--- config.mk ---
export PLATFORM = sky130hd
export DESIGN_NAME = fcrp_cell
export DESIGN_NICKNAME = d
export VERILOG_FILES = /design/src/rtl/assert_macros.svh /design/src/rtl/fcrp_pkg.sv /design/src/rtl/fcrp_cell.sv
export SDC_FILE = /design/constraint.sdc
export NUM_CORES = 1
export LEC_CHECK = 0
export BUFFER_PORTS_ARGS = -buffer_cell sky130_fd_sc_hd__buf_4
export CORE_ASPECT_RATIO = 0.6
export CORE_MARGIN = 2
export CORE_UTILIZATION = 35
export CTS_BUF_LIST = sky130_fd_sc_hd__clkbuf_8
export CTS_CLUSTER_SIZE = 12
export DETAILED_ROUTE_END_ITERATION = 7
export HOLD_SLACK_MARGIN = 0.05
export PLACE_DENSITY = 0.66
export SYNTH_ARGS = -nofsm -noshare
export SYNTH_HDL_FRONTEND = slang
export SYNTH_SLANG_ARGS = --single-unit
--- constraint.sdc ---
create_clock -name clk -period 1.8 [get_ports clk]
set_input_delay 0.18 -clock clk [delete_from_list [all_inputs] [get_ports clk]]
set_output_delay 0.18 -clock clk [all_outputs]
set_load 0.02 [all_outputs]
--- src/rtl/assert_macros.svh ---
// ----------------------------------------------------------------------------
// assert_macros: shared concurrent assertion macros
// clocked on clk, disabled while arst_n is low
// ----------------------------------------------------------------------------
`ifndef ASSERT_MACROS_SVH
`define ASSERT_MACROS_SVH
`ifndef NO_ASSERTIONS
`define ASSERT_CLK(lbl, prop, msg) \
	lbl: assert property (@(posedge clk) disable iff (!arst_n) (prop)) else $error(msg);
`define ASSERT_NEVER(lbl, cond, msg) \
	lbl: assert property (@(posedge clk) disable iff (!arst_n) !(cond)) else $error(msg);
`else
`define ASSERT_CLK(lbl, prop, msg)
`define ASSERT_NEVER(lbl, cond, msg)
`endif
`endif

--- src/rtl/fcrp_pkg.sv ---
// ----------------------------------------------------------------------------
// fcrp_pkg: flow cache types and constants
// key layout, item structs and the control word broadcast to the cells
// ----------------------------------------------------------------------------
package fcrp_pkg;
	// must be a power of two, the random victim is the low lfsr bits
	localparam int ENTRIES = 128;
	localparam int IDX_W = $clog2(ENTRIES);
	localparam int CNT_W = $clog2(ENTRIES + 1);
	localparam int POS_W = 7;
	localparam int ADDR_W = 3;
	localparam logic [15:0] LFSR_SEED = 16'hACE1;

	localparam logic [1:0] POL_FIFO = 2'd0;
	localparam logic [1:0] POL_RANDOM = 2'd1;
	localparam logic [1:0] POL_LRU = 2'd2;
	localparam logic [1:0] POL_HEAVY = 2'd3;
	localparam logic [1:0] POL_RESET = POL_LRU;

	localparam logic REG_POLICY = 1'b0;

	typedef struct packed {
		logic [31:0] src_addr;
		logic [31:0] dst_addr;
		logic [15:0] src_port;
		logic [15:0] dst_port;
		logic [7:0]  protocol;
	} key_t;

	typedef struct packed {
		logic [31:0] src_addr;
		logic [31:0] dst_addr;
		logic [15:0] src_port;
		logic [15:0] dst_port;
		logic [7:0]  protocol;
		logic        heavy_flag;
	} in_item_t;

	typedef struct packed {
		logic             hit;
		logic [POS_W-1:0] hit_position;
		logic             evicted;
		logic [31:0]      evicted_src_addr;
		logic [31:0]      evicted_dst_addr;
		logic [15:0]      evicted_src_port;
		logic [15:0]      evicted_dst_port;
		logic [7:0]       evicted_protocol;
	} out_item_t;

	typedef struct packed {
		logic             load_en;
		logic [IDX_W-1:0] load_idx;
		logic             shift_en;
		logic [IDX_W-1:0] shift_lim;
	} cell_ctrl_t;
endpackage

--- src/rtl/fcrp_cell.sv ---
// ----------------------------------------------------------------------------
// fcrp_cell: one slot of the flow cache
// holds a key and valid bit, compares against the lookup key, and loads
// the key or takes its lower-index neighbor's entry on command
// ----------------------------------------------------------------------------
module fcrp_cell (
	input  logic                   clk,
	input  logic                   arst_n,
	input  logic [fcrp_pkg::IDX_W-1:0] idx,
	input  fcrp_pkg::key_t         cmp_key,
	input  fcrp_pkg::cell_ctrl_t   ctrl,
	input  fcrp_pkg::key_t         prev_key,
	input  logic                   prev_valid,
	output fcrp_pkg::key_t         key_q,
	output logic                   valid_q,
	output logic                   match_q
);
	import fcrp_pkg::*;

	logic sel_load;
	logic sel_shift;

	assign sel_load = ctrl.load_en && (ctrl.load_idx == idx);
	assign sel_shift = ctrl.shift_en && (idx != '0) && (idx <= ctrl.shift_lim);

	always_ff @(posedge clk or negedge arst_n) begin
		if (!arst_n) begin
			valid_q <= 1'b0;
			match_q <= 1'b0;
		end else begin
			match_q <= valid_q && (key_q == cmp_key);
			if (sel_load) begin
				valid_q <= 1'b1;
			end else if (sel_shift) begin
				valid_q <= prev_valid;
			end
		end
	end

	always_ff @(posedge clk) begin
		if (sel_load) begin
			key_q <= cmp_key;
		end else if (sel_shift) begin
			key_q <= prev_key;
		end
	end
endmodule

======== Yosys cells after proc, flatten, opt, wreduce, memory -nomap -nowiden ========
Index checks and enable logic that the tools add are counted.
operators by class
  $lt $le $gt $ge ......................... 1
  equality and inequality tests ........... 2
  multiplexer cells ....................... 4
  reduce and logical (&&, ||, !) cells .... 6
operators by type and width
  operator             count
  $mux W104            2
  $eq A104 B104 Y1     1
  $eq A7 B7 Y1         1
  $le A7 B7 Y1         1
  $reduce_bool A7 Y1   1
  $logic_and A1 B1 Y1  4
  $mux W1              2
  $reduce_bool A2 Y1   1
word-level totals
  bits in registers ....................... 106
  logic and storage cells ................. 20

======== Depth between registers and ports, before layout ========
Gate-level depths: netlist (run 1).
  word-level depth ........................ 5
  gate-level depth with buffers ........... 7

======== Worst setup path before layout (run 1) ========
OpenSTA, ideal clock, no wires.
  path type ............................... in2reg
  from .................................... input ctrl[13] in the netlist's numbering
  to ...................................... register key_q[0] in the netlist's numbering (enable)
  library setup time ...................... 0.710 ns
  arrival time ............................ 7.768 ns
  data required time ...................... 1.090 ns
  path slack .............................. -6.678 ns
  stages .................................. 3
  buffers on the path ..................... 0
  cells stage by stage .................... xnor2_1 nand4_1 o21ai_0
between the ends
  word-level cells in the longest chain between the ends .. 3
ends and longest elaborated chain
  item                                 RTL line         source
  from (decl)                          fcrp_cell.sv:11  input fcrp_pkg::cell_ctrl_t ctrl,
  $eq A7 B7 Y1                         fcrp_cell.sv:23  assign sel_load = ctrl.load_en && (ctrl.load_idx == idx);
  $logic_and A1 B1 Y1                  fcrp_cell.sv:23
  $reduce_bool A2 Y1 (no source line)  n/a
  to (signal assigned)                 fcrp_cell.sv:42  key_q <= cmp_key;
  to (signal assigned)                 fcrp_cell.sv:44  key_q <= prev_key;
  to (decl)                            fcrp_cell.sv:14  output fcrp_pkg::key_t key_q,
No other way between the ends.
A chain may end at the register's enable or synchronous reset.

======== Worst setup path after layout (run 1) ========
  from .................................... register key_q[66] in the netlist's numbering
  to ...................................... register match_q
between the ends
  word-level cells in the longest chain between the ends .. 2
ends and longest elaborated chain
  item                  RTL line         source
  $eq A104 B104 Y1      fcrp_cell.sv:31  match_q <= valid_q && (key_q == cmp_key);
  $logic_and A1 B1 Y1   fcrp_cell.sv:31
  to (signal assigned)  fcrp_cell.sv:31
  to (decl)             fcrp_cell.sv:16  output logic match_q
No other way between the ends.

==> results of run 1 <==
-- power by group --
group	total (uW)	switching, uW	internal [uW]
logic	2110	1030	1080
clock network	1390	888	504
registers	3300	230	3070
-- per-stage QoR --
stage | power (uW) | hold slack, ns
2_1_floorplan | 4260 | -0.116
3_3_place_gp | 5420 | -0.0232
3_5_place_dp | 5460 | -0.0228
4_1_cts | 6870 | 0.0644
5_1_grt | 7120 | 0.0618
6_report | 6800 | 0.0812
-- final timing paths --
kind                        endpoint    startpoint  slack (ns)
setup reg to reg             match_q     key_q[66]       -0.21
hold / removal             key_q[89]  prev_key[89]        0.08
setup / recovery             match_q     key_q[66]       -0.21
hold reg to reg              valid_q       valid_q        0.62
min in group asynchronous    match_q        arst_n        0.12
max in group asynchronous    valid_q        arst_n        1.57
-- layout make-up --
class                      instances  area, um2
clock buffer                       9        124
clock inverter                     7       45.0
tap                              234        293
inverter                          44        165
sequential                       106       3170
multi-input combinational        295       2710
fill                            1528       7650
timing repair buffer             369       2870
-- critical path: stages, from the launching register on --
cell and delay, ns:
edfxtp_1 0.45, xor2_1 0.18, nor4_2 0.43, buf_4 0.18
and4_4 0.23, nand4_1 0.15, nor4_4 0.27
-- sequential cells by signal (all words and copies together) (netlist names) --
name     flops
key_q      104
match_q      1
valid_q      1
-- cell usage in the layout (no fill, tap or decap), drive strengths merged, types with 2 or more instances in the layout --
cell      count
clkinvlp      2
a22o          2
ha            7
a22oi         4
nor2          5
edfxtp      104
o22ai         8
nand4        18
nor2b        10
o21ai         2
mux2        104
o221ai        2
xnor2        58
nand3         2
nor3          9
dfrtp         2
and4          2
xor2          6
o2bb2ai       7
inv          48
clkbuf        9
nor4          7
a21oi         2
o2111ai       7
a2111o        3
buf         368
nand2b       20
-- logic make-up after synthesis --
family / after synthesis / share of synthesized area [%]
multiplexers: 105 / 19.5
flip-flops: 106 / 52.4
AND/OR/NAND/NOR: 76 / 7.66
AO/OA/AOI/OAI: 43 / 5.66
XOR/XNOR: 64 / 9.25
adder cells (fa/ha/maj): 7 / 1.45
buffers and inverters: 55 / 4.09
-- routing by layer --
| layer | routed length, um | track usage (%) | vias to the layer above |
|---|---|---|---|
| met5 | 0 | 0 | - |
| met1 | 8530 | 27.2 | 2462 |
| li1 | - | - | 2447 |
| met2 | 10200 | 37.7 | 211 |
| met4 | 184 | 3.42 | 0 |
| met3 | 1640 | 6.69 | 11 |
-- what timing repair did --
item                                   4_1_cts  5_1_grt
setup endpoints to repair                    1        1
gates resized for setup                      5        2
endpoints found under the hold margin        2        0
setup buffers                                2        1
hold buffers                                 1        0
pin swaps                                    3        4
==> metrics.txt, run 1 <==
Hold Path Cell Cnt=2; top cells by count, synth=104 x edfxtp_1, 66 x mux2_2, 58 x xnor2_1; Mapped Nets=697; GPL Wtd Cong=0.843; crit share post-route=112%; Crit. End Element=flip-flop; first-pass GRT wire length=30500 um; Post-Synthesis Cell Area=0.00606 mm2; most frequent cell after synthesis=edfxtp_1; final wirelength=20500 um; DR vias=5131; worst hold path class=in2reg; Syn Area/Cell=13.3 um2; die width=174 um; crit path launch type=flip-flop; wire per inst=19.3 um; Detail Route Antenna Nets=0; Die Y-Extent=106 um; number of placement rows=37; vias in the first global route=5497; pre-CTS WS=-0.505 ns; Period minus WS final=2.01 ns; TritonCTS buffer count=9; failing checks=negative setup slack; share of layout cells above drive strength 1=55.2%; post-layout util=55.1%; initial antenna violation count=1; die area=0.0184 mm2; Yosys cell types=40; Clock Tree Buf Depth=2; status=finished with violations; Reg clk slew, reported paths=0.12 ns; Diodes inserted=0; final setup vio count=1; RSZ-0062 raised after global routing=yes; Post-synth EDFFs=104; maxcap violations=0; TritonCTS clock tree=built; HPWL Detailed=17100 um; Leak=0.00396 uW; Slew headroom=71.6%; Starting Density=35.6%; final-report hold violation count=0; top cell type by total area after synthesis=edfxtp_1; maximum vdd drop=0.000349 V; area share of the largest cell type after synthesis=51.6%; Seq/Total Area, Yosys=52.4%; Net count, final=1066; crit-path max FO=2; gr usage total=21.7%; min setup slack post-route=-0.208 ns; worst endpoint required time=2.05 ns; Ys Warns=0; First-pass DRT Iterations=4; ys async rst share=1.89%; I/O pin count=340; area of placed instances=0.00914 mm2; TNS Setup=-0.208 ns; gr ovfl total=0; DRT iter0 DRCs=299; CP Class=reg2reg; Area Growth Syn to Fin=55.0%; #FFs+latches synth=106; top post-synthesis cells by area=edfxtp_1 52%, mux2_2 12%, xnor2_1 8.4%, mux2_1 7.1%, inv_1 2.7%; worst skew pair latency=0.36 ns; CTS root buffer=clkbuf_8; vias per inst=4.82; # port buffers=339; R2R depth=6; Core Region=0.0170 mm2; Finished Layout Cells=1064; largest net degree at the start of global routing=39; worst slew pin tran=0.423 ns; clock sink total=106; max-slew violations=0; Arr. time, crit path=2.26 ns; max frequency=498 MHz; post-route cell area=0.00939 mm2; Inst Count DP=1044; Clock Skew=0.0128 ns; drc violations=0; pwr dens=725 mW/mm2; H-tree depth=3; Gate Count Post-Synth=456; Post-synth top flop=edfxtp_1
(Power assumes the default switching activity.)
==> inputs of run 2 (changes only) <==
Settings changed: CORE_AREA set to 2 2 133 135, CORE_ASPECT_RATIO 0.6 to unset, CORE_MARGIN 2 to unset, CORE_UTILIZATION 35 to unset, DIE_AREA set to 0 0 135 137, PLACE_DENSITY 0.66 to 0.67.
==> metrics.txt, run 2 (synthesis results as in run 1) <==
worst endpoint required time=2.05 ns (about the same); H-tree depth=3 (unchanged); CTS root buffer=clkbuf_8; Diodes inserted=0 (unchanged); max frequency=551 MHz (+11%); pwr dens=727 mW/mm2 (+0.24%); clock sink total=106 (unchanged); final setup vio count=1 (unchanged); # port buffers=339 (unchanged); sw frac=31.1% (-0.46 points); leading cell type in the layout, fill and taps excluded=buf_4; Clock power frac=19.7% (-0.8 points); Tot Pwr=6750 uW (-0.82%); combinational power share=31.4% (+0.4 points); max-slew violations=0 (unchanged); Die Y-Extent=137 um (+29%); crit share post-route=101% (-11 points); final wirelength=20300 um (-0.87%); Starting Density=35.5% (-0.042 points); largest net degree at the start of global routing=47 (+21%); part of the power in registers=48.9% (+0.4 points); first-pass GRT wire length=30200 um (-1.1%); I/O pin count=340 (unchanged); flop-to-flop setup slack=-0.02 ns (+0.19 ns); Period minus WS final=1.82 ns (-0.192 ns); Reg clk slew, reported paths=0.10 ns (-0.02 ns); die area=0.0185 mm2 (+0.47%); Leak=0.00391 uW (-1.2%); HPWL Detailed=17000 um (-0.87%); RSZ-0062 raised after global routing=yes; share of layout cells above drive strength 1=54.8% (-0.37 points); Crit. Startpoint=key_q[23]; die width=135 um (-22%); DRT iter0 DRCs=152 (-49%); worst skew pair latency=0.38 ns (+0.02 ns); gr usage total=21.6% (-0.076 points); crit path launch type=flip-flop; failing checks=negative setup slack; Clock Skew=0.0144 ns (+0.00157 ns); Clock Tree Buf Depth=2 (unchanged); CP Class=reg2reg; vias in the first global route=5489 (-0.15%); filler instances=1501 (-1.8%); Core Region=0.0171 mm2 (+0.12%); final-report hold violation count=0 (unchanged); min setup slack post-route=-0.0159 ns (+0.192 ns); Crit. End Element=flip-flop; post-layout util=54.5% (-0.64 points); drc violations=0 (unchanged); initial antenna violation count=0 (-1); number of placement rows=48 (+30%); crit-path max FO=2 (unchanged); First-pass DRT Iterations=4 (unchanged); Net count, final=1058 (-0.75%); CP Capture Point=match_q; Slew headroom=76.8% (+5.2 points); status=finished with violations; GPL Wtd Cong=0.895 (+6.3%); wire per inst=19.4 um (+0.84%); TritonCTS buffer count=9 (unchanged); TritonCTS clock tree=built; biggest regs=key_q x104, match_q x1, valid_q x1; maximum vdd drop=0.000402 V (+15%); Critical R2R Launch=key_q[23]; maxcap violations=0 (unchanged); DR vias=5119 (-0.23%); Int Power=4650 uW (-0.16%); most flop-heavy register=key_q; vias per inst=4.89 (+1.5%); commonest cells after routing, fill and taps aside=354 x buf_4, 104 x edfxtp_1, 66 x mux2_2, 56 x xnor2_1, 44 x inv_1; worst hold path class=in2reg; Arr. time, crit path=2.07 ns (-0.19 ns); pre-CTS WS=-0.417 ns (+0.0884 ns); sw power=2100 uW (-2.3%); worst flop-to-flop path endpoint=match_q; Area Growth Syn to Fin=53.3%; R2R depth=6 (unchanged); worst slew pin tran=0.339 ns (-0.0835 ns); max reg flops=104 (unchanged); Detail Route Antenna Nets=0 (unchanged); gr ovfl total=0 (unchanged)
run 2: changes by cell type in the layout (fill, tap and decap cells not counted), sizes merged:
cell and change:
clkinvlp -2, inv -4, buf -8, clkinv +5
run 2: final cells by class:
| cell class | instances | area (um2) | area share [%] |
|---|---|---|---|
| tap | 225 | 282 | 3.03 |
| multi-input combinational | 295 | 2720 | 29.3 |
| sequential | 106 | 3170 | 34.2 |
| clock buffer | 9 | 124 | 1.33 |
| clock inverter | 6 | 35.0 | 0.377 |
| timing repair buffer | 361 | 2790 | 30.0 |
| inverter | 44 | 165 | 1.78 |
run 2: metal layers:
layer / GRT usage (%) / part of all wire (%)
met1: 24.4 / 38
met4: 6.71 / 2.2
met2: 39.2 / 52
met3: 6.67 / 8.1
met5: 0 / 0
run 2: through the flow:
step	cells	setup TNS [ns]	instance area [um2]	hold WS, ns
3_5_place_dp	1026	-31.74	9030	-0.0366
5_1_grt	1046	-0.119	9290	0.0539
4_1_cts	1046	-0.0541	9280	0.0541
6_report	1046	-0.0159	9290	0.0780
2_1_floorplan	456	-91.69	6080	-0.116
3_3_place_gp	1026	-26.08	9030	-0.0370
run 2: repair_timing:
action,4_1_cts,5_1_grt
pin swaps,7,2
gates resized for setup,7,1
setup endpoints to repair,1,1
buffers inserted,4,0
hold buffers,1,0
endpoints found under the hold margin,2,0
run 2: power by group through the flow:
stage	Clock, uW	Combinational [uW]	Sequential (uW)
final	1330	2120	3300
after global routing	1460	2260	3340
after CTS	1370	2150	3300
after detailed placement	0	2110	3350
after global placement	0	2080	3350
after floorplan	0	571	3690
run 2: worst min path at each step:
stage	startpoint	end	slack, ns	cells past startpoint
final	prev_valid	valid_q	0.08	3
after global routing	prev_key[81]	key_q[81]	0.05	2
after CTS	prev_valid	valid_q	0.05	3
after detailed placement	arst_n	match_q	-0.04	1
after global placement	arst_n	valid_q	-0.04	1
after floorplan	arst_n	match_q	-0.12	0
run 2: worst max-delay path, stage by stage (launching register included):
cell and delay, ns:
edfxtp_1 0.41, xor2_1 0.17, nor4_2 0.28, buf_4 0.15
and4_1 0.19, nand4_1 0.16, nor4_4 0.33
